--- src/rtl/core/tml_pkg.sv ---
package tml_pkg;

  localparam int KNOT_COUNT    = 9;
  localparam int KNOT_IDX_W    = 4;
  localparam int SAMPLE_PORT_W = 12;
  localparam int CHANNEL_W     = 3;
  localparam int CHANNEL_MAX   = 3;
  localparam int NUM_W         = 12;
  localparam int TEMP_W        = 11;
  localparam int TEMP_MIN      = -1024;
  localparam int TEMP_MAX      = 1023;

  // calibration knots: ADC code, temperature (0.1 degC), slope as N/D
  localparam int KNOT_ADU  [KNOT_COUNT] = '{427, 468, 514, 623, 754, 910, 1087, 1295, 1538};
  localparam int KNOT_TEMP [KNOT_COUNT] = '{-200, -180, -159, -116, -72, -26, 23, 75, 132};
  localparam int SLOPE_NUM [KNOT_COUNT] = '{1377, 295, 258, 110, 291, 77, 1657, 191, 120};
  localparam int SLOPE_DEN [KNOT_COUNT] = '{2728, 654, 659, 327, 977, 285, 6629, 812, 533};

  // stage enables shared by all lanes
  typedef struct packed {
    logic prod_en;
    logic quot_en;
  } lane_ctl_t;

endpackage

--- src/rtl/core/tml_lane.sv ---
module tml_lane #(
  parameter int SB   = 12,
  parameter int KNOT = 0
) (
  input  logic                  clk,
  input  tml_pkg::lane_ctl_t    ctl,
  input  logic [SB-1:0]         median,
  output logic signed [SB+2:0]  temp
);

  import tml_pkg::*;

  localparam int DIFF_W  = SB + 1;
  localparam int PROD_W  = SB + 12;
  localparam int MAG_W   = PROD_W - 1;
  localparam int SHIFT   = SB + 24;
  localparam int RECIP_W = SB + 16;
  localparam int WIDE_W  = MAG_W + RECIP_W;
  localparam int QW      = SB + 1;
  localparam int TW      = SB + 3;

  localparam logic signed [DIFF_W-1:0] ADU_C = DIFF_W'(KNOT_ADU[KNOT]);
  localparam logic signed [NUM_W-1:0]  NUM_C = NUM_W'(SLOPE_NUM[KNOT]);
  localparam logic signed [TW-1:0]     T_C   = TW'(KNOT_TEMP[KNOT]);
  // ceil(2^SHIFT / D): exact floor division for every magnitude below 2^MAG_W
  localparam longint DEN        = longint'(SLOPE_DEN[KNOT]);
  localparam longint RECIP_FULL = ((longint'(1) <<< SHIFT) + DEN - 1) / DEN;
  localparam logic [RECIP_W-1:0] RECIP = RECIP_W'(RECIP_FULL);

  logic signed [DIFF_W-1:0] diff;
  logic signed [PROD_W-1:0] prod, prod_next, mag_full;
  logic                     neg;
  logic [MAG_W-1:0]         mag;
  logic [WIDE_W-1:0]        wide;
  logic [QW-1:0]            qmag;
  logic signed [TW-1:0]     q_s, temp_next;

  assign diff      = $signed({1'b0, median}) - ADU_C;
  assign prod_next = PROD_W'(diff) * PROD_W'(NUM_C);

  always_ff @(posedge clk) begin
    if (ctl.prod_en) prod <= prod_next;
  end

  // truncating division: divide the magnitude, then restore the sign
  assign neg       = prod[PROD_W-1];
  assign mag_full  = neg ? -prod : prod;
  assign mag       = mag_full[MAG_W-1:0];
  assign wide      = WIDE_W'(mag) * WIDE_W'(RECIP);
  assign qmag      = wide[SHIFT +: QW];
  assign q_s       = $signed(TW'({1'b0, qmag}));
  assign temp_next = T_C + (neg ? -q_s : q_s);

  always_ff @(posedge clk) begin
    if (ctl.quot_en) temp <= temp_next;
  end

endmodule

--- config.mk ---
export PLATFORM = sky130hd
export DESIGN_NAME = tml_lane
export DESIGN_NICKNAME = d
export VERILOG_FILES = /design/src/rtl/core/tml_pkg.sv /design/src/rtl/core/tml_lane.sv
export SDC_FILE = /design/constraint.sdc
export NUM_CORES = 1
export LEC_CHECK = 0
export BUFFER_PORTS_ARGS = -buffer_cell sky130_fd_sc_hd__buf_2
export CAP_MARGIN = 10
export CORE_MARGIN = 1
export CORE_UTILIZATION = 37
export CTS_CLUSTER_DIAMETER = 150
export CTS_CLUSTER_SIZE = 14
export DETAILED_ROUTE_END_ITERATION = 10
export PLACE_DENSITY = 0.62
export SLEW_MARGIN = 20
export SYNTH_ARGS = -nofsm -noshare
export SYNTH_HDL_FRONTEND = slang
export SYNTH_SLANG_ARGS = --single-unit
--- constraint.sdc ---
create_clock -name clk -period 8.55 [get_ports clk]
set_input_delay 0.4275 -clock clk [delete_from_list [all_inputs] [get_ports clk]]
set_output_delay 0.4275 -clock clk [all_outputs]
set_load 0.03 [all_outputs]
; Word-level counts from Yosys, hierarchy flattened
; Cells that the tools add are included.
; W data, S select, Z words.
[totals]
regBits = 39
input_bits = 15
out_inout_bits = 15
[classes]
add_sub_neg = 4
n_mul = 2
n_mux = 2
[op_table]
columns = cell, n
row1 = $mul A23 B25 Y48 const B, 1
row2 = $mul A13 B12 Y24 const B, 1
row3 = $mux W23, 1
row4 = $neg A23 Y23, 1
row5 = $add A9 B15 Y15 const A, 1
row6 = $mux W15, 1
row7 = $neg A12 Y15, 1
row8 = $sub A12 B9 Y13 const B, 1

; Longest topological paths before layout
[logic_depth]
ltp_word = 6
mapped_depth = 36
ltp_nobuf = 36

; Worst setup path before layout
; No wires, ideal clock.
[synth_path]
kind = register -> register
start = register prod[0]
end = register temp[12] (data pin)
setup_time_ns = 0.167
t_arrival_ns = 8.070
required_ns = 8.383
slack_ns = 0.312
stages_incl_launch_ff = 31
path_buffers = 1
period_less_slack_ns = 8.238
path_cell_list = edfxtp_1 -> nor3_1 -> nand2_1 -> or3_1 -> nand2b_1 -> o31ai_1 -> xnor2_1 -> ha_1 -> ha_1 -> fa_1 -> inv_1 -> fa_1 -> inv_1 -> fa_1 -> inv_1 -> fa_1 -> inv_1 -> fa_1 -> ha_1 -> and2_1 -> and2_1 -> a21o_1 -> o21a_1 -> o31a_1 -> or4_4 -> and2_4 -> buf_6 -> or4_4 -> o31ai_4 -> o221ai_2 -> a221oi_2
[synth_between]
elab_chain_len = 6
[synth_lines]
columns = item, line
row1 = from (decl), tml_lane.sv:31  ; logic signed [PROD_W-1:0] prod, prod_next, mag_full;
row2 = from (signal assigned), tml_lane.sv:42  ; if (ctl.prod_en) prod <= prod_next;
row3 = $neg A23 Y23, tml_lane.sv:47  ; assign mag_full = neg ? -prod : prod;
row4 = $mux W23 (*), tml_lane.sv:47
row5 = $mul A23 B25 Y48 (*), tml_lane.sv:49  ; assign wide = WIDE_W'(mag) * WIDE_W'(RECIP);
row6 = $neg A12 Y15, tml_lane.sv:52  ; assign temp_next = T_C + (neg ? -q_s : q_s);
row7 = $mux W15 (*), tml_lane.sv:52
row8 = $add A9 B15 Y15 (*), tml_lane.sv:52
row9 = via temp_next[12], tml_lane.sv:36  ; logic signed [TW-1:0] q_s, temp_next;
row10 = to (signal assigned), tml_lane.sv:55  ; if (ctl.quot_en) temp <= temp_next;
row11 = to (decl), tml_lane.sv:8  ; output logic signed [SB+2:0] temp
; The timed path passes the listed nets; every way through them passes the cells marked *.
; A chain may end at the register's enable or synchronous reset.

; Final worst setup path
[layout_path]
start = register prod[13]
end = register temp[11] (data pin)
; The elaborated chain is that of the path after synthesis.

==> run metrics <==
status=finished, final reports clean; largest cells by area after synthesis=ha_1, fa_1, edfxtp_1; Slew headroom=38.2%; count leader, synth=ha_1; syn_area_per_cell=between 9 and 10 um^2; most frequent cells after synthesis=ha_1, inv_1, fa_1; Area Growth Syn to Fin=17.7%; Yosys reg bits=39; EDFF count, synth=39; distinct cell type count after synthesis=71; vias in the first global route=between 7,000 and 8,000; crit start category=flop; DRC=0; Num CTS Buffers=5; sequential fraction of the synthesis area=11.2%; Total GRT Usage=around 16%; GPL Wtd Cong=between 0.9 and 1; fin nets=1,605; Slew @ Worst Pin=around 0.90 ns; Clock Skews=0.00965 ns; CP dominant cell by count=ha_4; worst hold path cell count=1; Antenna Cells=0; max_cap viols=0; Post-Route Utilization=~44%; CTS clk-pin slew, worst paths=approximately 0.060 ns; Die Area=just under 0.03 mm^2; WP buf/inv=7; Via density=between 4 and 5; largest net degree at the start of global routing=25; Syn Inst Count=~1,100; DRT iter0 DRCs=~380; clock buffer depth=2; R2R depth=33; Hold WC Path Type=in2reg; Setup CP Type=reg2reg; Vias=7,855; count of yosys warnings during synthesis=0; ys async rst share=0%; filler instances=roughly 2,600; minimum clock period=~8.4 ns; worst skew pair latency=0.29 ns; die height=~170 um; First-pass DRT Iterations=4; endpoint class of the critical path=flop; WP data arrival=approximately 8.5 ns; Initial Util=a little under two fifths; Hold Violations, Final=0; stages on the worst setup path=33; Worst Path Max Fanout=4; final slew viol count=0; root buffer cell=clkbuf_16; total gr overflow=0; initial antenna violation count=0; Ports=30; Routed WL=23,600 um; Syn Nets=around 1,500; Setup-failing EPs final=0; overall die width=between 150 and 200 um; # H-tree levels=2; Yosys top cell area share=around a third; Largest stage delay, worst path=roughly 0.57 ns; DP Cell Count=~1,600; CTS sink cnt=39; highest clock rate=0.119 GHz; Tcrit/Tclk final=a little over nine tenths; critical path's slowest cell=fa_2; TritonCTS clock tree=yes; dpl hpwl=20,500 um; Port Buffer Count=29; share of cells above drive strength 1=17.5%; row count=slightly above 60; RSZ-0062 raised after global routing=true; Req. time, crit path=8.59 ns; first-pass GRT wire length=~37,000 um; area of the mapped netlist=between 0.01 and 0.015 mm^2; prevailing post-synth register cell=edfxtp_1; reg2reg setup slack=0.15 ns; core region area=0.0279 mm^2; Post-Layout Cell Count=around 1,600; Final ANT Viol Nets=0; Synth area leader=ha_1; CP top delay family=adder cells; drt wl/cell=14.8 um
-- layer usage --
| layer | track usage, % | vias up | part of all wire (%) |
|---|---|---|---|
| met3 | 1.47 | 35 | 2.2 |
| met4 | 5.56 | 0 | 2.4 |
| met2 | 28.6 | 112 | 49 |
| met5 | 0 | - | 0 |
| met1 | 20.6 | 3696 | 46 |
| li1 | - | 4012 | - |
-- worst reg2reg max path: cells and delay by family (launching register included) --
family | cells | cell delay, ns
adders and majority gates | 9 | 3.01
AOI/OAI and AO/OA | 6 | 1.29
xor gates and xnor gates | 2 | 0.23
and+or+nand+nor | 9 | 2.62
DFF | 1 | 0.37
buffers and inverters | 7 | 0.64
-- kinds of logic after synthesis --
family                     Yosys count  share of synthesized area [%]
muxes                                3                          0.310
DFF                                 39                           11.2
adders and majority gates          375                           52.2
AOI/OAI and AO/OA                  190                           12.3
xor gates and xnor gates            78                           6.59
buffers and inverters              241                           8.70
and+or+nand+nor                    178                           8.70
-- cells in the final DEF, fill, tap and decap left out, drive strengths merged, types with 10 or more instances in the layout --
cell type  instances
buf              117
inv              228
ha               271
xor2              15
nand3             10
nand2             49
xnor2             63
nor2              39
a21oi             54
nor3              14
o21ai             35
edfxtp            39
o31ai             16
a21o              10
fa               104
nand4             11
-- layout make-up --
type                    instances  area [um^2]  share of cell area [%]
clock inverters                 3         15.0                   0.122
flip-flops and latches         39         1170                    9.49
multi-input cells             824         8880                    72.0
inverters                     228          858                    6.96
clock buffers                   5          125                    1.01
repair buffers                117          818                    6.63
well taps                     378          473                    3.83
-- registers in the layout, indices dropped and copies added, names as in the netlist --
register / count
prod: 24
temp: 15
-- what timing repair did --
action                                  in CTS  in global routing
resized for setup                           17                 71
pin swaps                                    2                 55
hold buffers                                 0                  0
setup buffers                                2                 29
endpoints found under the setup margin       8                 10
gates cloned                                 0                  0
-- per-stage QoR --
stage	setup slack, ns	hold WS, ns	instance area, um^2	setup TNS, ns
floorplan	0.312	0.540	10500	0
global placement	-0.368	0.819	11500	-2.13
detailed placement	-0.455	0.831	11500	-2.38
CTS	0.00535	0.564	11700	0
global route	-0.133	0.577	12300	-0.613
finish	0.148	0.560	12300	0
-- path summary, 6_finish.rpt --
kind	startpoint	end
min	ctl[0]	temp[3]
max reg2reg	prod[13]	temp[11]
min reg2reg	prod[23]	temp[1]
max	prod[13]	temp[11]
Power is left out: the tool's default activity adds up to more than one toggle a clock period on the data nets, which glitch-free logic cannot reach.
