`src/rtl/core/tml_median.sv`:
```
module tml_median #(
  parameter int SB = 12
) (
  input  logic          clk,
  input  logic          rst,
  input  logic          in_valid,
  output logic          in_ready,
  input  logic [SB-1:0] samples [9],
  input  logic          chan_bad,
  output logic          out_valid,
  input  logic          out_ready,
  output logic [SB-1:0] median,
  output logic          chan_bad_out
);

  typedef logic [SB-1:0] smp_t;
  typedef smp_t vec_t [9];

  // compare-exchange: smaller value ends at lo
  function automatic vec_t ce(input vec_t a, input logic [3:0] lo, input logic [3:0] hi);
    vec_t r;
    r = a;
    if (a[lo] > a[hi]) begin
      r[lo] = a[hi];
      r[hi] = a[lo];
    end
    return r;
  endfunction

  vec_t s1, s2, s1_next, s2_next;
  smp_t median_next;
  logic v1, v2, v3;
  logic bad1, bad2, bad3;
  logic r1, r2, r3;

  assign r3       = !v3 || out_ready;
  assign r2       = !v2 || r3;
  assign r1       = !v1 || r2;
  assign in_ready = r1;

  always_comb begin
    vec_t x;
    x = samples;
    x = ce(x, 4'd1, 4'd2); x = ce(x, 4'd4, 4'd5); x = ce(x, 4'd7, 4'd8);
    x = ce(x, 4'd0, 4'd1); x = ce(x, 4'd3, 4'd4); x = ce(x, 4'd6, 4'd7);
    x = ce(x, 4'd1, 4'd2); x = ce(x, 4'd4, 4'd5); x = ce(x, 4'd7, 4'd8);
    s1_next = x;
  end

  always_comb begin
    vec_t x;
    x = s1;
    x = ce(x, 4'd0, 4'd3); x = ce(x, 4'd5, 4'd8); x = ce(x, 4'd4, 4'd7);
    x = ce(x, 4'd3, 4'd6); x = ce(x, 4'd1, 4'd4); x = ce(x, 4'd2, 4'd5);
    x = ce(x, 4'd4, 4'd7);
    s2_next = x;
  end

  always_comb begin
    vec_t x;
    x = s2;
    x = ce(x, 4'd4, 4'd2);
    x = ce(x, 4'd6, 4'd4);
    x = ce(x, 4'd4, 4'd2);
    median_next = x[4];
  end

  always_ff @(posedge clk) begin
    if (rst) begin
      v1 <= 1'b0;
      v2 <= 1'b0;
      v3 <= 1'b0;
    end else begin
      if (r1) v1 <= in_valid;
      if (r2) v2 <= v1;
      if (r3) v3 <= v2;
    end
  end

  always_ff @(posedge clk) begin
    if (r1) begin
      s1   <= s1_next;
      bad1 <= chan_bad;
    end
    if (r2) begin
      s2   <= s2_next;
      bad2 <= bad1;
    end
    if (r3) begin
      median <= median_next;
      bad3   <= bad2;
    end
  end

  assign out_valid    = v3;
  assign chan_bad_out = bad3;

endmodule

```
`config.mk`:
```
export PLATFORM = sky130hd
export DESIGN_NAME = tml_median
export DESIGN_NICKNAME = d
export VERILOG_FILES = /design/src/rtl/core/tml_median.sv
export SDC_FILE = /design/constraint.sdc
export NUM_CORES = 1
export LEC_CHECK = 0
export BUFFER_PORTS_ARGS = -buffer_cell sky130_fd_sc_hd__buf_2
export CAP_MARGIN = 0
export CELL_PAD_IN_SITES_DETAIL_PLACEMENT = 1
export CELL_PAD_IN_SITES_GLOBAL_PLACEMENT = 2
export CORE_UTILIZATION = 39
export CTS_CLUSTER_SIZE = 12
export DETAILED_ROUTE_END_ITERATION = 12
export HOLD_SLACK_MARGIN = 0.03
export PLACE_DENSITY_LB_ADDON = 0.25
export SYNTH_ARGS = -nofsm -noshare
export SYNTH_HDL_FRONTEND = slang
export SYNTH_SLANG_ARGS = --single-unit
export TNS_END_PERCENT = 50
```
`constraint.sdc`:
```
create_clock -name clk -period 10.15 [get_ports clk]
set_input_delay 1.5225 -clock clk [delete_from_list [all_inputs] [get_ports clk]]
set_output_delay 1.5225 -clock clk [all_outputs]
set_load 0.1 [all_outputs]
```
# Yosys cells after proc, flatten, opt, wreduce, memory -nomap -nowiden
# Cells that the tools add are included.
classes:
  n_div: 0
  add_sub_neg: 0
  shift: 0
  n_reduce_logical: 6
  n_bitwise: 0
  n_lt_le_gt_ge: 19
  multipliers: 0
  eq_ne: 0
  mux: 21
ops:
  columns: ["op", "count"]
  rows:
  - ["$gt A12 B12 Y1", 19]
  - ["$mux W24", 9]
  - ["$mux W12", 12]
  - ["$logic_not A1 Y1", 3]
  - ["$logic_or A1 B1 Y1", 3]
word_totals:
  ram_bits: 0
  wordCells: 65
  latch_bits: 0
  input_bits: 113
  n_memories: 0
  output_inout_bits: 15
  mem_bits_ro: 0
  ff_bits: 162

# Depth between registers and ports, before layout
logic_depth:
  depth_word: 6
  mapped_depth: 34
  mapped_depth_nobuf: 29

# Worst setup path before layout
# Ideal clock, no wire load.
synth_timing:
  path_kind: "input to register"
  from: "in samples[9] (netlist bit)"
  to: "reg s1[12] (netlist bit) (data pin)"
  required_time_ns: 9.983
  t_arrival_ns: 7.451
  path_slack_ns: 2.532
  path_buffers: 5
  setup_ns: 0.167
  stages: 34
  path_cell_list: "inv_1 -> ha_1 -> a211oi_2 -> o21bai_1 -> or3_1 -> o211ai_4 -> clkbuf_1 -> buf_1 -> nor2_1 -> a21oi_1 -> ha_1 -> nand3_1 -> nor2_1 -> nand2_1 -> nor3_1 -> o21a_1 -> nor3_1 -> o311ai_4 -> o31ai_2 -> buf_6 -> buf_2 -> nor2_1 -> a21oi_1 -> ha_1 -> nor2b_1 -> o21a_1 -> o21a_1 -> o21ai_0 -> o211ai_1 -> o21a_1 -> and2_1 -> a21o_1 -> buf_2 -> a221oi_2"
synth_lines:
  columns: ["item", "line_no", "source"]
  rows:
  - ["from (decl)", "8", "input logic [SB-1:0] samples [9],"]
  - ["to (signal assigned)", "82", "s1 <= s1_next;"]
  - ["to (decl)", "30", "vec_t s1, s2, s1_next, s2_next;"]

==> summary.md <==
| Metric | Value |
|---|---|
| Starting Density | `0.397` |
| EDFF count, synth | `between 150 and 200` |
| Via count | `about 13k` |
| First-pass GRT wire length | `77,300 um` |
| Vias in the first global route | `13.8k` |
| Seq/Total Area, Yosys | `0.313` |
| Hold depth | `0` |
| Top delay family on crit path | `compound AO/OA/AOI/OAI gates` |
| Reg-to-reg setup timing slack | `2.16 ns` |
| PnR worst setup slack | `roughly 1.3 ns` |
| Critical-path maximum fanout | `36` |
| Async SR Flop Fraction | `0` |
| Sum of negative setup slack | `0 ns` |
| Area Overhead vs Synth | `10.7%` |
| Largest Register | `s1` |
| CTS Hold Bufs | `0` |
| Die extent in x | `201 um` |
| Crit start category | `primary input` |
| Die area | `between 40,000 and 50,000 um2` |
| Drt drc | `0` |
| Max-cap viol count | `0` |
| Initial antenna violation count | `1` |
| CP endpoint kind | `flop` |
| CP max-delay cell | `a222oi_1` |
| Area post-placement | `16,500 um2` |
| Final Hold Fails | `0` |
| CP Depth | `28` |
| Unrepaired setup endpoints after global routing | `false` |
| # nets final | `2,165` |
| Worst stage delay on the critical path | `0.67 ns` |
| Max-slew violation count | `0` |
| H-Tree Depth | `4` |
| Achievable Freq | `113 MHz` |
| Post-CTS setup buffer count | `0` |
| IO Pins | `128` |
| Max_slew headroom | `0.192` |
| Worst Max-Slew Pin Slew | `1.21 ns` |
| Final Instance Area | `roughly 17,000 um2` |
| Final WL | `just under 50,000 um` |
| Layout cells sized above 1 | `0.134` |
| WS Path Type | `primary input to flop` |
| Core Footprint | `38,900 um2` |
| CP Data Required Time | `10.30 ns` |
| Buffers & Inverters on Critical Path | `4` |
| Total track usage | `0.247` |
| CTS max path bufs | `2` |
| Via density | `5.64` |
| Prevailing post-synth register cell | `edfxtp_1` |
| Reg2Reg Depth | `24` |
| Final setup viols | `0` |
| Syn Std Cell Area | `15,500 um2` |
| Minimum clock period | `between 8 and 9 ns` |
| Cells after synthesis | `1,746` |
| CTS Root Buffer Type | `clkbuf_16` |
| PostCTS Resize Cnt | `0` |
| R2R Path End | `s2[53]` |
| IO buf count | `127` |
| Status | `completed` |
| Die Ht | `approximately 200 um` |
| Drt pass-1 iters | `7` |
| Final period util | `0.875` |
| Clock skew | `0.00903 ns` |
| Post-Syn Nets | `2,079` |
| Worst Path Arrival | `~9 ns` |
| Syn avg cell area | `8.86 um2` |
| Worst setup path start | `samples[82]` |
| Worst min path class | `flop to flop` |
| Antenna viol nets, final | `0` |
| Worst setup endpoint | `s1[89]` |
| Aggregate global routing overflow | `0` |
| Synthesis Warnings | `0` |
| Max reg flops | `108` |
| Largest net degree at the start of global routing | `63` |
| Routed len/inst | `approximately 21 um` |
| DPL Wire Length | `40,400 um` |
| Count of cell types in the netlist | `72` |
| Reg2reg start | `s1[53]` |
| CTS sink count | `162` |
| CTS buffer count | `17` |
| Clock transition at path regs | `0.07 ns` |
| Seq cells post-synth | `162` |
| Std cell rows | `72` |
| Worst skew pair latency | `0.44 ns` |
| DR iter-0 viols | `664` |
| CTS tree | `yes` |
| Largest regs | `s1 (108), s2 (36), median (12)` |
| Final RePlAce weighted congestion | `0.883` |
| Pre-CTS setup slack | `between 0.9 and 1 ns` |
==> cell usage after synthesis, drive strengths merged (4+ instances only) <==
master    n  area, um2
a22oi    13       97.6
and3      6       37.5
and4      9       78.8
and2      8       50.1
a221oi   46        591
a21oi   204       1020
nand2b   19        119
xnor2     4       35.0
nor2b    29        181
edfxtp  159       4770
o21ai   114        582
a221o     9       90.1
a21o     55        413
buf      35        204
nand2    91        342
or2       6       40.1
nor4      5       31.3
mux2     17        191
clkbuf   41        154
ha      220       2750
nand3    15       75.1
o211ai   12        109
nor2    168        633
inv     203        762
a21boi    7       56.3
a211oi    6       55.1
nand4    42        263
a211o     5       43.8
o21a     12       90.1
nor3     65        330
mux2i    81        815
==> cell usage in the layout, fill, tap and decap left out, types with 55 or more instances in the layout <==
cell type,instances
edfxtp_1,159
mux2i_1,80
buf_2,127
nand2_1,90
a21o_1,55
a21oi_1,203
nor3_1,64
inv_1,203
o21ai_0,108
nor2_1,167
ha_1,220
==> layout make-up <==
cell class | instances | area, um2
repair buffers | 143 | 756
fillers | 4644 | 21800
inverters | 203 | 762
clock inverters | 13 | 136
clock buffers | 19 | 433
multi-input cells | 1305 | 9550
diodes | 1 | 2.50
flip-flops and latches | 162 | 4830
well taps | 518 | 648
==> per-stage QoR <==
| step | hold slack (ns) | util | instances |
|---|---|---|---|
| 2_1_floorplan | 0.400 | - | 1746 |
| 3_5_place_dp | 0.422 | 0.425 | 2331 |
| 3_3_place_gp | 0.420 | 0.425 | 2331 |
| 6_report | 0.440 | 0.440 | 2364 |
| 4_1_cts | 0.441 | 0.440 | 2363 |
| 5_1_grt | 0.447 | 0.440 | 2363 |
==> cells by family after synthesis <==
group           count (synthesis)  synth area share
compound gates                514             0.226
xor+xnor                        4           0.00227
fa+ha+maj                     220             0.178
buf+inv                       279            0.0724
flops                         162             0.313
mux                            98            0.0650
simple gates                  469             0.144
==> routing by layer <==
| layer | part of all wire | track usage | wire length [um] | up-vias |
|---|---|---|---|---|
| met2 | 0.47 | 0.414 | 23200 | 223 |
| met1 | 0.47 | 0.326 | 23200 | 6480 |
| met4 | 0.017 | 0.0553 | 816 | 0 |
| met3 | 0.042 | 0.0491 | 2070 | 43 |
| li1 | - | - | - | 6589 |
| met5 | 0 | 0 | 0 | - |
==> worst reg2reg max path, cell delays in order (launching register included) <==
cell	delay, ns
edfxtp_1	0.53
ha_1	0.34
and3_1	0.20
a221o_1	0.35
a221o_1	0.41
o21ai_2	0.83
nor2_1	0.10
a21oi_1	0.31
ha_1	0.32
a21o_1	0.19
a21o_1	0.18
a211oi_1	0.38
nand3_1	0.24
o21ai_2	0.20
buf_4	0.36
a21oi_1	0.14
ha_1	0.32
nand4_1	0.13
or2_2	0.33
o21ai_0	0.17
o22a_1	0.76
inv_1	0.22
nand3_1	0.15
o21ai_0	0.10
a211oi_1	0.48
==> worst min-delay path by stage <==
| stage | slack [ns] | to | start |
|---|---|---|---|
| after floorplan | 0.40 | bad2 | bad1 |
| after global placement | 0.42 | chan_bad_out | bad2 |
| after detailed placement | 0.42 | bad2 | bad1 |
| after CTS | 0.44 | chan_bad_out | bad2 |
| after global routing | 0.45 | chan_bad_out | bad2 |
| final | 0.44 | bad2 | bad1 |
Power is left out: the tool's default activity adds up to more than one toggle a clock period on the data nets, which glitch-free logic cannot reach.
