==> config.mk <==
export PLATFORM = sky130hd
export DESIGN_NAME = tml_merge
export DESIGN_NICKNAME = d
export VERILOG_FILES = /design/src/rtl/core/tml_pkg.sv /design/src/rtl/core/tml_merge.sv
export SDC_FILE = /design/constraint.sdc
export NUM_CORES = 1
export LEC_CHECK = 0
export BUFFER_PORTS_ARGS = -buffer_cell sky130_fd_sc_hd__buf_2
export CORE_MARGIN = 2
export CORE_UTILIZATION = 45
export CTS_BUF_LIST = sky130_fd_sc_hd__clkbuf_4 sky130_fd_sc_hd__clkbuf_8
export CTS_CLUSTER_DIAMETER = 150
export DETAILED_ROUTE_END_ITERATION = 6
export PLACE_DENSITY_LB_ADDON = 0.1
export SYNTH_ARGS = -nofsm -noshare
export SYNTH_HDL_FRONTEND = slang
export SYNTH_SLANG_ARGS = --single-unit
==> constraint.sdc <==
create_clock -name clk -period 5.3 [get_ports clk]
set_input_delay 1.06 -clock clk [delete_from_list [all_inputs] [get_ports clk]]
set_output_delay 1.06 -clock clk [all_outputs]
set_load 0.03 [all_outputs]
==> src/rtl/core/tml_pkg.sv <==
package tml_pkg;

  localparam int KNOT_COUNT    = 9;
  localparam int KNOT_IDX_W    = 4;
  localparam int SAMPLE_PORT_W = 12;
  localparam int CHANNEL_W     = 3;
  localparam int CHANNEL_MAX   = 3;
  localparam int NUM_W         = 12;
  localparam int TEMP_W        = 11;
  localparam int TEMP_MIN      = -1024;
  localparam int TEMP_MAX      = 1023;

  // calibration knots: ADC code, temperature (0.1 degC), slope as N/D
  localparam int KNOT_ADU  [KNOT_COUNT] = '{427, 468, 514, 623, 754, 910, 1087, 1295, 1538};
  localparam int KNOT_TEMP [KNOT_COUNT] = '{-200, -180, -159, -116, -72, -26, 23, 75, 132};
  localparam int SLOPE_NUM [KNOT_COUNT] = '{1377, 295, 258, 110, 291, 77, 1657, 191, 120};
  localparam int SLOPE_DEN [KNOT_COUNT] = '{2728, 654, 659, 327, 977, 285, 6629, 812, 533};

  // stage enables shared by all lanes
  typedef struct packed {
    logic prod_en;
    logic quot_en;
  } lane_ctl_t;

endpackage

==> src/rtl/core/tml_merge.sv <==
module tml_merge #(
  parameter int SB = 12
) (
  input  logic                                clk,
  input  logic                                rst,
  input  logic                                in_valid,
  output logic                                in_ready,
  input  logic signed [SB+2:0]                lane_temp [tml_pkg::KNOT_COUNT],
  input  logic [SB-1:0]                       median,
  input  logic                                chan_bad,
  output logic                                out_valid,
  input  logic                                out_ready,
  output logic signed [tml_pkg::TEMP_W-1:0]   temperature_tenths,
  output logic                                channel_invalid
);

  import tml_pkg::*;

  localparam int TW = SB + 3;
  localparam logic signed [TW-1:0] SAT_LO = TW'(TEMP_MIN);
  localparam logic signed [TW-1:0] SAT_HI = TW'(TEMP_MAX);

  logic [KNOT_IDX_W-1:0]     idx;
  logic signed [TW-1:0]      sel;
  logic signed [TEMP_W-1:0]  temp_next;

  assign in_ready = !out_valid || out_ready;

  // interval: last knot not above the median, first interval below all knots
  always_comb begin
    idx = '0;
    for (int k = 0; k < KNOT_COUNT; k++) begin
      if (median >= SB'(KNOT_ADU[k])) idx = KNOT_IDX_W'(k);
    end
  end

  assign sel = lane_temp[idx];

  always_comb begin
    if (chan_bad) begin
      temp_next = '0;
    end else if (sel < SAT_LO) begin
      temp_next = TEMP_W'(SAT_LO);
    end else if (sel > SAT_HI) begin
      temp_next = TEMP_W'(SAT_HI);
    end else begin
      temp_next = TEMP_W'(sel);
    end
  end

  always_ff @(posedge clk) begin
    if (rst) begin
      out_valid <= 1'b0;
    end else if (in_ready) begin
      out_valid <= in_valid;
    end
  end

  always_ff @(posedge clk) begin
    if (in_ready) begin
      temperature_tenths <= temp_next;
      channel_invalid    <= chan_bad;
    end
  end

  a_invalid_zero: assert property (@(posedge clk) disable iff (rst)
    out_valid && channel_invalid |-> temperature_tenths == '0)
    else $error("invalid channel beat carries non-zero temperature");

endmodule

### Word level (Yosys, flattened, before mapping)

Cells that the tools add are included.

* bits in registers: 13
* input port bits: 152

* bitwise operators: 1
* reduce and logical (&&, ||, !) cells: 3
* multiplexer cells: 13
* $lt $le $gt $ge: 11

Operators with widths (count)
* $bmux 15 s4: 1
* $ge 12x10->1 const B: 4
* $ge 12x11->1 const B: 3
* $mux 15: 2
* $mux 4: 7
* $mux 11: 2
* $gt 15x11->1 const B: 1
* $lt 15x11->1 const B: 1
* $ge 12x9->1 const B: 1
* $ge 5x5->1 const B: 1
* $not 4->5: 1
* $reduce_or 2->1: 1
* $logic_not 1->1: 1
* $logic_or 1x1->1: 1
* $mux 1: 1

### Depth between registers and ports, before layout

Gate-level depths: netlist of the first run.

* depth after elaboration: 16
* depth in mapped cells: 13

### Worst setup path before layout of the first run

OpenSTA, ideal clock, no wires.

* path kind: input-to-reg
* start: input median[8]
* end: register temperature_tenths[0] (netlist name), data pin
* data required time: 5140 ps
* buffers on the path: 1
* cell stages on the path: 10
* arrival: 3287 ps
* slack: 1853 ps
* cell sequence: nor4_4 > nand2_2 > a31oi_4 > and2_4 > mux2_2 > a211oi_1 > a211oi_1 > a41o_1 > buf_6 > a211oi_2

* cells in the longest elaborated chain, start to end: 15

Ends and longest elaborated chain
* start: declaration: line tml_merge.sv:9 `input logic [SB-1:0] median,`
* $ge 12x9->1: line tml_merge.sv:33 `if (median >= SB'(KNOT_ADU[k])) idx = KNOT_IDX_W'(k);`
* $mux 1: line tml_merge.sv:33
* $mux 4 (6 in a row): line tml_merge.sv:33
* $mux 4 *: line tml_merge.sv:33
* $not 4->5 (implied by the code) *: line tml_merge.sv:37 `assign sel = lane_temp[idx];`
* $bmux 15 s4 *: line tml_merge.sv:37
* $mux 15 (implied by the code) * (2 in a row): line tml_merge.sv:37
* $gt 15x11->1 / $lt 15x11->1 (equally long branches): line tml_merge.sv:44, tml_merge.sv:42
* $mux 11 / $reduce_or 2->1 (equally long branches)
* end signal: assignment: line tml_merge.sv:61 `temperature_tenths <= temp_next;`
* end: declaration: line tml_merge.sv:13 `output logic signed [tml_pkg::TEMP_W-1:0] temperature_tenths,`

Every way passes the cells marked *; elsewhere a longest branch is shown, timed or not. The select of a mux whose other input is x is not followed.
A chain may end at the register's enable or synchronous reset.

### Worst setup path in the final report of the first run

* start: input median[11]
* end: register temperature_tenths[3] (netlist name), data pin

The elaborated chain is that of the path after synthesis.

==> metrics list, run 1 <==
* Count of antenna diodes in the layout: 0
- Global router's overall resource usage: 25.0%
* Floorplan row count: 25
- Summed over its instances, the top area cell type makes up 24.1% of the synthesized netlist area.
- The share of the Yosys chip area taken by registers is between 10% and 20%.
- Die Y: ~73 µm
- Yosys warning count: 0
- Timing analysis after detailed placement gives a worst setup slack of ~0.97 ns.
- In this run the power spent charging and discharging nets is 176 µW.
- In this run the standard cell core region covers 0.00466 mm².
- Path type of the worst setup path: in -> reg
- Dividing the synthesized area by the synthesized cell count gives 10.2 µm².
* Tightest Hold Check Type: reg -> reg
* Worst-path maximum fanout: 14
* Cell count after synthesis: 212
- After synthesis the cells add up to around 0.0022 mm².
- Time the final worst path needs with I/O delays and setup: 4.08 ns
- Tracing the worst setup path back leads to its startpoint at median[11].
* Max-cap viol count: 0
- Number of flip-flops and latches in the synthesized netlist: 13
- Initial Utilization: 46.3%
* Unique cell type count in the Yosys netlist: 60
* Synthesis-to-layout area growth: 39.1%
- Worst endpoint data arrival time: about 4 ns
* Post-synthesis net count: between 300 and 400
* Headroom to the max-slew limit: ~53%
- I/O pin total: 166
- For the worst setup path, the data required time is approximately 5.3 ns.
- CTS placed an instance of clkbuf_8 at the clock tree root.
- PortBufs: 165
- WL per Instance: 15.9 µm
- Achievable clock frequency: 0.245 GHz
* CTS resizes: 0
- The first global-routing pass estimated 10600 µm of wire.
- The tree built by TritonCTS fans out to 13 sinks.
- At the later pin of the worst-skew pair, clock insertion delay measures 0.23 ns.
- For this design the static power due to leakage is approximately 1.6 nW.
- The die covers 0.00537 mm².
* Initial antenna violation count: 0
- Post-synth EDFFs: 12
- The post-route netlist has 57.3% of its cells at a drive strength greater than 1.
* Number of clock buffers inserted by TritonCTS: 3
* Startpoint Class: input port
- Number of design rule violations left after detail routing: 0
* Setup repair after global routing missed its margin: false
- In this run the number of H-tree levels came out at 1.
- Final antenna-violating net count: 0
* Drt first pass iters: 4
- Dividing total power by cell area gives a power density of about 160 mW/mm².
- Hold-fix buffers, CTS: 0
* Synth area leaders: mux2i_1 (24%), edfxtp_1 (17%), mux4_2 (9.4%), a211oi_2 (5.8%), nand2_1 (3.8%)
- Routed wire length: 6730 µm
- Buffers added to address setup during post-CTS repair amount to 0.
* Endpoints failing setup: 0
* Maximum number of pins on one net before global-route repair: 45
- The internal portion of the total power is 311 µW.
- For this run, asynchronously set or reset flops after synthesis account for 0%.
* Switching power as a share of total power: 36.2%
- Run status: completed
- Final-layout worst hold slack: 0.950 ns
* Last weighted congestion value of the routability-driven placer: about 0.9
- Of the total power, registers draw 26.7%.
- Of the total power, the clock network draws 18.3%.
* Count of pins over their slew limit: 0
- The final layout contains 523 nets.
- Summed over all nets, the half-perimeter wirelength after detailed placement is around 5600 µm.
- Total Neg Setup Slack: 0 ns
* Post-Route Skew: 0.00227 ns
- X dimension of the die: 73.3 µm
- After clock tree synthesis, the clock-pin slew on the worst setup and hold paths is 0.05 ns.
- Worst slew pin tran: 0.698 ns
- Maximum number of buffers from clock root to sink: 2
- Number of global-route vias before repair: ~2400
- Summed over all instances, the cell type with the most area after synthesis is mux2i_1.
- TritonCTS clock tree: yes
* Initial DRC count: 119
- Non-filler instance count after layout: 424
- The startpoint identified for the worst register-to-register timing path is out_valid.
* Post-placement cell count: 420
- VDD sags by at most 0.0000946 V.
* Capturing element type of the critical path: flip-flop
- The final hold violation count came to 0.
* Post-synth top flop: edfxtp_1
- Share of the clock period used by the worst path after layout: roughly three quarters
- Remaining Overflow, GRT: 0
- Final total power: between 400 and 500 µW
- In the routed layout, each cell is associated on average with a via count of 5.65.
- Across all layers, the routed design uses around 2400 vias.
- Filler cell count in the final layout: 399
- Setup slack on the critical path of the routed design comes to between 1 and 1.5 ns.
- Share of total power in combinational logic: 55.0%
- The worst hold path begins at out_valid.
==> metrics by stage <==
step | area [µm²] | utilization [%]
final | 3000 | 64.5
after global routing | 3000 | 64.5
after CTS | 3000 | 64.5
after detailed placement | 2960 | 63.4
after global placement | 2960 | 63.4
after floorplan | 2160 | -
==> synth_stat cells, types with 3 or more instances <==
master,number
mux2i_1,52
nand3_1,5
nor2_1,11
o22ai_1,4
o21ai_0,12
a211oi_2,10
edfxtp_1,12
nand2_1,22
inv_1,3
buf_2,4
mux2_2,3
a21oi_1,6
buf_6,4
mux4_2,9
==> sequential cells by signal (all words and copies together), names as in the netlist <==
| name | flops |
|---|---|
| channel_invalid | 1 |
| out_valid | 1 |
| temperature_tenths | 11 |
==> placed cells by master (no fill, tap or decap), drive strengths merged, types with 3 or more instances in the layout <==
cell type,count
buf,168
mux2i,52
nand2,26
o21ai,12
edfxtp,12
a211oi,12
nor2,11
mux4,9
a21oi,6
nand3,5
o22ai,4
mux2,4
clkbuf,4
inv,3
nor4,3
a31oi,3
a2111oi,3
==> power groups by stage <==
stage / combinational, mW / sequential [mW] / clock, mW
after floorplan: 0.156 / 0.157 / 0
after detailed placement: 0.268 / 0.132 / 0
after global placement: 0.264 / 0.132 / 0
final: 0.268 / 0.130 / 0.0892
after CTS: 0.269 / 0.130 / 0.0901
after global routing: 0.291 / 0.131 / 0.0957
==> path summary, 6_finish.rpt <==
| kind | to | slack [ns] | cells after the start |
|---|---|---|---|
| max | temperature_tenths[3] | 1.22 | 11 |
| max reg2reg | temperature_tenths[1] | 4.16 | 1 |
| min | out_valid | 0.95 | 2 |
| min reg2reg | out_valid | 0.95 | 2 |
==> critical path, cell delays in order <==
cell,delay (ns)
buf_2,0.15
nor4_1,0.32
o211a_1,0.29
o32ai_1,0.12
a22oi_2,0.48
buf_4,0.32
mux2i_1,0.22
o22ai_1,0.12
a2111oi_2,0.26
a41o_1,0.56
a211oi_2,0.13
==> metal layers <==
| layer | vias up | track usage (%) | share of wire, % |
|---|---|---|---|
| li1 | 1171 | - | - |
| met1 | 1104 | 29.3 | 39 |
| met2 | 110 | 48.3 | 53 |
| met3 | 10 | 2.61 | 7.1 |
| met4 | 0 | 5.35 | 1.5 |
| met5 | - | 0 | 0 |
==> cell type report <==
type	instances	area (µm²)	share of cell area, %
tap	54	67.6	2.25
clock buffer	4	48.8	1.62
multi-input combinational	182	1650	54.9
sequential	13	380	12.7
inverter	3	11.3	0.375
timing repair buffer	168	848	28.2
==> cells by family (layout without fill, tap and decap cells) <==
logic type      count (synthesis)  after routing  synth area share [%]
mux                            65             65                  35.7
compound gates                 59             59                  25.1
simple gates                   58             58                  15.2
buf+inv                        17            175                  6.32
flops                          13             13                  17.6
(Power assumes the default switching activity.)
==> inputs of run 2 (changes only) <==
- CORE_UTILIZATION: 45 -> 38
- clock period: 5.3 -> 3.7 ns (I/O delays scaled with it)
==> run 2 against run 1 <==
Count of clock-buffer cells in the layout stayed put. Combinational power is 51% higher. Clock skew hardly changed. Sequential power is 43% higher. Clock power is 43% higher. Die area is 17% higher. First-iteration DRC count is 12% lower. Register-to-register slack worse by 1.6 ns. Flip-flop and latch count stayed put. Non-clock buffer count is 6 higher.
==> metrics list, run 2 (same netlist as run 1, synthesis figures left out) <==
- The worst hold-check slack was 0.665 ns (was 0.950 ns).
- Leak: 1.63 nW (was 1.58 nW)
- The smallest clock period supported by the final layout is computed as approximately 3.4 ns.
- The cell depth of the worst min-delay path came to 2 (unchanged).
- Number of post-CTS setup repair buffers: 0 (unchanged)
- The register containing the most flip-flops in the final layout was temperature_tenths (unchanged).
- Layout cells sized above 1: 58.0% (was 57.3%)
* Initial Utilization: 39.2% (was 46.3%)
- The wire length per cell came to 14.9 µm (was 15.9 µm).
* Total Neg Setup Slack: 0 ns (unchanged)
- Max-cap viol count: 0 (unchanged)
- The count of vias placed by the detailed router came to 2363 (was 2395).
- The worst-path maximum fanout came to 15 (was 14).
- Derived from the worst setup path, the maximum achievable clock frequency is 0.295 GHz.
- The final hold violation count came to 0 (unchanged).
- The quantity of gates resized following cts is 0 (unchanged).
- Count of antenna diodes in the layout: 0 (unchanged)
- Tightest Hold Check Type: in -> reg (was reg -> reg)
- The final setup skew is 0.00206 ns (was 0.00227 ns).
- The row count was 27 (was 25).
- The number of flip-flops under the largest register name came to 11 (unchanged).
- Endpoints failing setup: 0 (unchanged)
- Headroom to the max-slew limit: 59.1% (was 53.4%)
- Wire length of the first global-routing pass: 10500 µm (was 10600 µm)
* Global router's overall resource usage: 20.7% (was 25.0%)
* PortBufs: 165 (unchanged)
* Portion of total power attributed to sequential cells: 25.8% (was 26.7%)
* Die area: 0.00630 mm² (was 0.00537 mm²)
- The buffer cell driving the clock tree root was clkbuf_8 (unchanged).
- Run status: completed (unchanged).
* Worst slew pin tran: 0.614 ns (was 0.698 ns)
- The largest vdd supply drop is 0.000169 V (was 0.0000946 V).
- The clock share of power is 17.8% (was 18.3%).
- Last weighted congestion value of the routability-driven placer: 0.814 (was 0.888)
- Number of global-route vias before repair: 2297 (was 2380)
* P_int: 464 µW (was 311 µW)
- Commonest cells after routing, fill and taps aside: buf_2 (165), mux2i_1 (52), nand2_1 (22) (unchanged).
* Path type of the worst setup path: in -> reg (unchanged)
- Initial antenna violation count: 0 (unchanged)
- Routed wire length: 6690 µm (was 6730 µm)
* X dimension of the die: 79.4 µm (was 73.3 µm)
- Initial DRC count: 105 (was 119)
* I/O pin total: 166 (unchanged)
- The post-layout worst setup margin is 0.307 ns (was 1.22 ns).
- The area overhead of the layout relative to synthesis came to 44.6% (was 39.1%).
* Placed wire-length estimate: 5620 µm (was 5640 µm)
- Capturing element type of the critical path: flip-flop (unchanged)
- Drt first pass iters: 4 (unchanged)
- The fraction of power consumed by combinational cells is 56.4% (was 55.0%).
- The placeable core region is 0.00551 mm² (was 0.00466 mm²).
* Maximum number of pins on one net before global-route repair: 41 (was 45)
* Share of the clock period used by the worst path after layout: 91.7%
- The power density relative to cell area was 231 mW/mm² (was 162 mW/mm²).
- CTS HTree Levels: 1 (unchanged)
- The worst-case setup slack after placement was 0.0948 ns (was 0.973 ns).
- The remaining global-route overflow was 0 (unchanged).
* Final core area utilization: 56.7% (was 64.5%)
- Startpoint Class: input port (unchanged)
* Most frequent standard cell in the layout excluding fill and tap cells: buf_2 (unchanged)
- The maximum clock insertion buffer count is 2 (unchanged).
- Switching power as a share of total power: 35.6% (was 36.2%)
* Die Y: 79.4 µm (was 73.3 µm)
- Largest registers ranked by flip-flop count: temperature_tenths: 11 flops, channel_invalid: 1 flops, out_valid: 1 flops (unchanged)
* Number of nets in the final layout: 529 (was 523)
- The overall power consumption came to 720 µW (was 487 µW).
- Clock latency at the later pin of the worst-skew pair: 0.23 ns (about the same)
- The clock slew at the register clock pins of the worst setup and hold paths was 0.05 ns (about the same).
* Clock net sink count: 13 (unchanged)
- The CTS tree was yes (unchanged).
* Critical path required time: 3.67 ns (was 5.26 ns)
- The per-cell via count in the routed design was 5.27 (was 5.65).
- The DRC violation count after routing came to 0 (unchanged).
- The worst path arrival time was 3.36 ns (was 4.04 ns).
- The final number of max-transition violations is 0 (unchanged).
* Hold-fix buffers, CTS: 0 (unchanged)
- The power spent charging and discharging nets was 256 µW (was 176 µW).
* Worst R2R Path Depth: 1 (unchanged)
- Final antenna-violating net count: 0 (unchanged)
- The number of buffers created by CTS came to 3 (unchanged).
* Setup repair after global routing missed its margin: false (unchanged)
## run 2: changes by cell type in the layout (fill, tap and decap cells not counted)
cell / delta
buf_12: +4
buf_4: +2
## run 2: final cells by class
class                      count  area (µm²)
sequential                    13         380
timing repair buffer         174         943
tap                           72        90.1
multi-input combinational    182        1650
clock buffer                   4        48.8
inverter                       3        11.3
fill                         507        2380
## run 2: final timing paths
path	startpoint	to	slack, ns
setup reg to reg	out_valid	temperature_tenths[4]	2.59
hold reg to reg	out_valid	out_valid	0.94
hold / removal	rst	out_valid	0.67
setup / recovery	median[8]	temperature_tenths[8]	0.31
## run 2: worst max-delay path, stage by stage
cell and delay, ns:
buf_2 0.15, nor4_4 0.38, or2_1 0.17, o32ai_1 0.10, a22oi_2 0.48, buf_12 0.22, a21boi_0 0.20, a211oi_1 0.07
a211oi_1 0.37, o41a_1 0.28, buf_12 0.16, a211oi_2 0.04
## run 2: metal layers
layer	wire, µm	up-vias	share of wire [%]	global-route usage (%)
li1	-	1185	-	-
met1	2640	1053	40	24.5
met2	3400	119	51	39.0
met3	578	6	8.6	3.62
met4	62	0	0.93	4.31
met5	0	-	0	0
## run 2: per-stage QoR
stage | instances | cell area (µm²)
5_1_grt | 448 | 3120
3_3_place_gp | 444 | 3070
4_1_cts | 448 | 3120
2_1_floorplan | 212 | 2160
3_5_place_dp | 444 | 3070
6_report | 448 | 3120
## run 2: power groups by stage
| stage | sequential, mW | combinational, mW | clock [mW] |
|---|---|---|---|
| floorplan | 0.225 | 0.223 | 0 |
| global placement | 0.189 | 0.404 | 0 |
| detailed placement | 0.189 | 0.408 | 0 |
| CTS | 0.186 | 0.410 | 0.131 |
| global route | 0.188 | 0.441 | 0.138 |
| finish | 0.186 | 0.406 | 0.128 |
==> inputs of run 3 (changes only) <==
--- a/config.mk
+++ b/config.mk
@@ -7,4 +7,5 @@
 export LEC_CHECK = 0
 export BUFFER_PORTS_ARGS = -buffer_cell sky130_fd_sc_hd__buf_2
+export CAP_MARGIN = 15
 export CORE_MARGIN = 2
 export CORE_UTILIZATION = 38
==> constraint.sdc (replaced) <==
create_clock -name clk -period 3.7 [get_ports clk]
set_input_delay 0 -clock clk [delete_from_list [all_inputs] [get_ports clk]]
set_output_delay 0 -clock clk [all_outputs]
set_load 0.03 [all_outputs]
==> run 3 against run 2 <==
Combinational power shrank 5%. Utilization shrank 1.1 points. Hold slack lost 0.48 ns. Largest power group unchanged. Power shrank 3.2%. Final cell count shrank 0.45%. Critical path depth shrank 1. Setup slack gained 0.49 ns. Clock power shrank 4%. Critical path type unchanged. Non-clock buffer count shrank 2. Clock skew shrank 0.0017 ns. Sequential share of layout area grew 0.25 points. Count of clock-buffer cells in the layout shrank 1.
==> metrics list, run 3 (same netlist as run 1, synthesis figures left out) <==
* Number of post-CTS setup repair buffers: 0 (unchanged)
- The reg-to-reg critical path endpoint is out_valid (was temperature_tenths[4]).
* Critical-path top delay cell: o41a_1 (was a22oi_2)
- The HPWL reported at the end of detailed placement is 5730 µm (was 5620 µm).
* PortBufs: 165 (unchanged)
* Final hold violation count: 0 (unchanged)
* Die area: 0.00630 mm² (unchanged)
* Final total power: 697 µW (was 720 µW)
- The count of antenna diodes in the layout came to 0 (unchanged).
* Worst R2R Path Depth: 3 (was 1)
- Capturing element type of the critical path: flip-flop (unchanged)
* Path type of the worst setup path: in -> reg (unchanged)
- The count of nets left with antenna violations after detail routing came to 0 (unchanged).
- The share of post-route cells with drive strength above 1 was 57.2% (was 58.0%).
- The worst min-delay path class is in -> reg (unchanged).
- Remaining Overflow, GRT: 0 (unchanged)
- The wire length of the first global-routing pass was 10600 µm (was 10500 µm).
- TritonCTS clock tree: yes (unchanged)
- The largest vdd supply drop came to 0.000150 V (was 0.000169 V).
- The area overhead of the layout relative to synthesis was 41.7% (was 44.6%).
- Run status: completed (unchanged)
* R2r startpoint: out_valid (unchanged)
* Non-filler instance count after layout: 446 (was 448)
- The placeable core region was 0.00551 mm² (unchanged).
- CTS resizes: 0 (unchanged)
- The per-cell via count in the routed design is 5.24 (was 5.27).
- WL per Instance: 15.3 µm (was 14.9 µm)
- The initial detailed-routing violation count was 95 (was 105).
- The delay of the slowest cell on the worst path came to 0.64 ns (was 0.48 ns).
* Clock-pin slew of the registers on the worst-case setup and hold paths: 0.06 ns (was 0.05 ns)
- Largest reg by FF count: temperature_tenths (unchanged)
* Startpoint Class: input port (unchanged)
* Power density relative to cell area: 228 mW/mm² (was 231 mW/mm²)
- Count of pins over their slew limit: 0 (unchanged)
* Number of clock buffers inserted by TritonCTS: 3 (unchanged)
- The start point of the worst min-delay path was chan_bad (was rst).
- Share of the clock period used by the worst path after layout: 78.4% (was 91.7%)
- The total I/O pin count was 166 (unchanged).
* Floorplan row count: 27 (unchanged)
* Achievable clock frequency: 0.345 GHz (was 0.295 GHz)
* Maximum number of pins on one net before global-route repair: 26 (was 41)
* Critical path required time: 3.66 ns (was 3.67 ns)
- The max-slew headroom at the worst pin came to 58.3% (was 59.1%).
* Number of design rule violations left after detail routing: 0 (unchanged)
* Total Neg Setup Slack: 0 ns (unchanged)
* Worst-path maximum fanout: 25 (was 15)
- The starting utilization of the core area came to 39.2% (unchanged).
* Drt first pass iters: 4 (unchanged)
* Commonest cells after routing, fill and taps aside: buf_2 (165), mux2i_1 (52), nand2_1 (22) (unchanged)
- Setup repair after global routing missed its margin: false (unchanged).
* CTS HTree Levels: 1 (unchanged)
- Flip-flop count of the largest register, all copies and words added: 11 (unchanged)
- Endpoints failing setup: 0 (unchanged)
- Routed wire length: 6830 µm (was 6690 µm)
* Endpoint of the worst hold-timing path: channel_invalid (was out_valid)
- The die extent in x is 79.4 µm (unchanged).
* Worst slew pin tran: 0.626 ns (was 0.614 ns)
* Via Count: 2337 (was 2363)
* Clock latency at the later pin of the worst-skew pair: 0.24 ns (was 0.23 ns)
* Hold Crit Depth: 1 (was 2)
- Last weighted congestion value of the routability-driven placer: 0.802 (was 0.814)
- Chain of cells forming the critical path: buf_2 > nor4_4 > nand2_2 > a31oi_4 > buf_4 > nand4b_1 > a21boi_0 > a211oi_1 > a211oi_1 > o41a_1 > a211oi_2 (was buf_2 > nor4_4 > or2_1 > o32ai_1 > a22oi_2 > buf_12 > a21boi_0 > a211oi_1 > a211oi_1 > o41a_1 > buf_12 > a211oi_2)
- Among the stages of the critical path, the cell type that occurs most often is a211oi_1.
* Internal reg-to-reg setup slack: 2.11 ns (was 2.59 ns)
- The leakage component of the power was 1.60 nW (was 1.63 nW).
- Post-placement cell count: 440 (was 444)
* Most frequent standard cell in the layout excluding fill and tap cells: buf_2 (unchanged)
- The maximum clock insertion buffer count is 2 (unchanged).
* Clock root buffer: clkbuf_8 (unchanged)
- The final-stage net count came to 527 (was 529).
- The global router's overall resource usage is 21.1% (was 20.7%).
- Time the final worst path needs with I/O delays and setup: 2.90 ns (was 3.39 ns)
* Largest registers ranked by flip-flop count: temperature_tenths: 11 flops, channel_invalid: 1 flops, out_valid: 1 flops (unchanged)
- The number of maximum-capacitance violations was 0 (unchanged).
- Number of global-route vias before repair: 2336 (was 2297)
- Die Y: 79.4 µm (unchanged)
- The worst path arrival time came to 2.86 ns (was 3.36 ns).
- Clock net sink count: 13 (unchanged)
- The final setup skew was 0.000383 ns (was 0.00206 ns).
- The initial antenna violation count was 0 (unchanged).
-- run 3: where the power goes --
part           total, mW  internal (mW)  switching [mW]
logic              0.387          0.183           0.203
clock network      0.123         0.0742          0.0492
registers          0.187          0.181         0.00561
-- run 3: metrics by stage --
step | setup slack [ns] | utilization [%] | instance area, µm² | hold slack, ns
final | 0.798 | 55.6 | 3060 | 0.182
after global routing | 0.534 | 55.6 | 3060 | 0.181
after CTS | 0.799 | 55.6 | 3060 | 0.173
after detailed placement | 0.571 | 54.4 | 2990 | 0.155
after global placement | 0.593 | 54.4 | 2990 | 0.154
after floorplan | 1.31 | - | 2160 | 0.0691
-- run 3: layout make-up --
| cell class | count | area [µm²] |
|---|---|---|
| Sequential cell | 13 | 380 |
| Timing Repair Buffer | 172 | 883 |
| Fill cell | 522 | 2450 |
| Tap cell | 72 | 90.1 |
| Inverter | 3 | 11.3 |
| Clock buffer | 3 | 41.3 |
| Multi-Input combinational cell | 182 | 1650 |
| Clock inverter | 1 | 5.00 |
-- run 3: how the worst max path moves through the flow --
stage	slack, ns	to	from	cells past startpoint
after floorplan	1.31	temperature_tenths[0]	median[8]	10
after global placement	0.59	temperature_tenths[0]	median[6]	11
after detailed placement	0.57	temperature_tenths[2]	median[11]	11
after CTS	0.80	temperature_tenths[2]	median[6]	11
after global routing	0.53	temperature_tenths[6]	median[11]	11
final	0.80	temperature_tenths[0]	median[6]	11
-- run 3: metal layers --
layer  wire length, µm  track usage (%)  vias to the layer above
met5                 0                0                        -
li1                  -                -                     1184
met2              3460             39.6                      105
met3               565             4.07                        8
met4                63             3.97                        0
met1              2740             24.9                     1040
-- run 3: what timing repair did --
item / in CTS / in global routing
hold buffers: 2 / 0
endpoints found under the hold margin: 1 / 0
setup endpoints to repair: 0 / 0
-- run 3: critical path: cells and delay by family --
| family | cells | cell delay, ns |
|---|---|---|
| AOI/OAI and AO/OA | 6 | 1.72 |
| buffers and inverters | 2 | 0.46 |
| and+or+nand+nor | 3 | 0.68 |
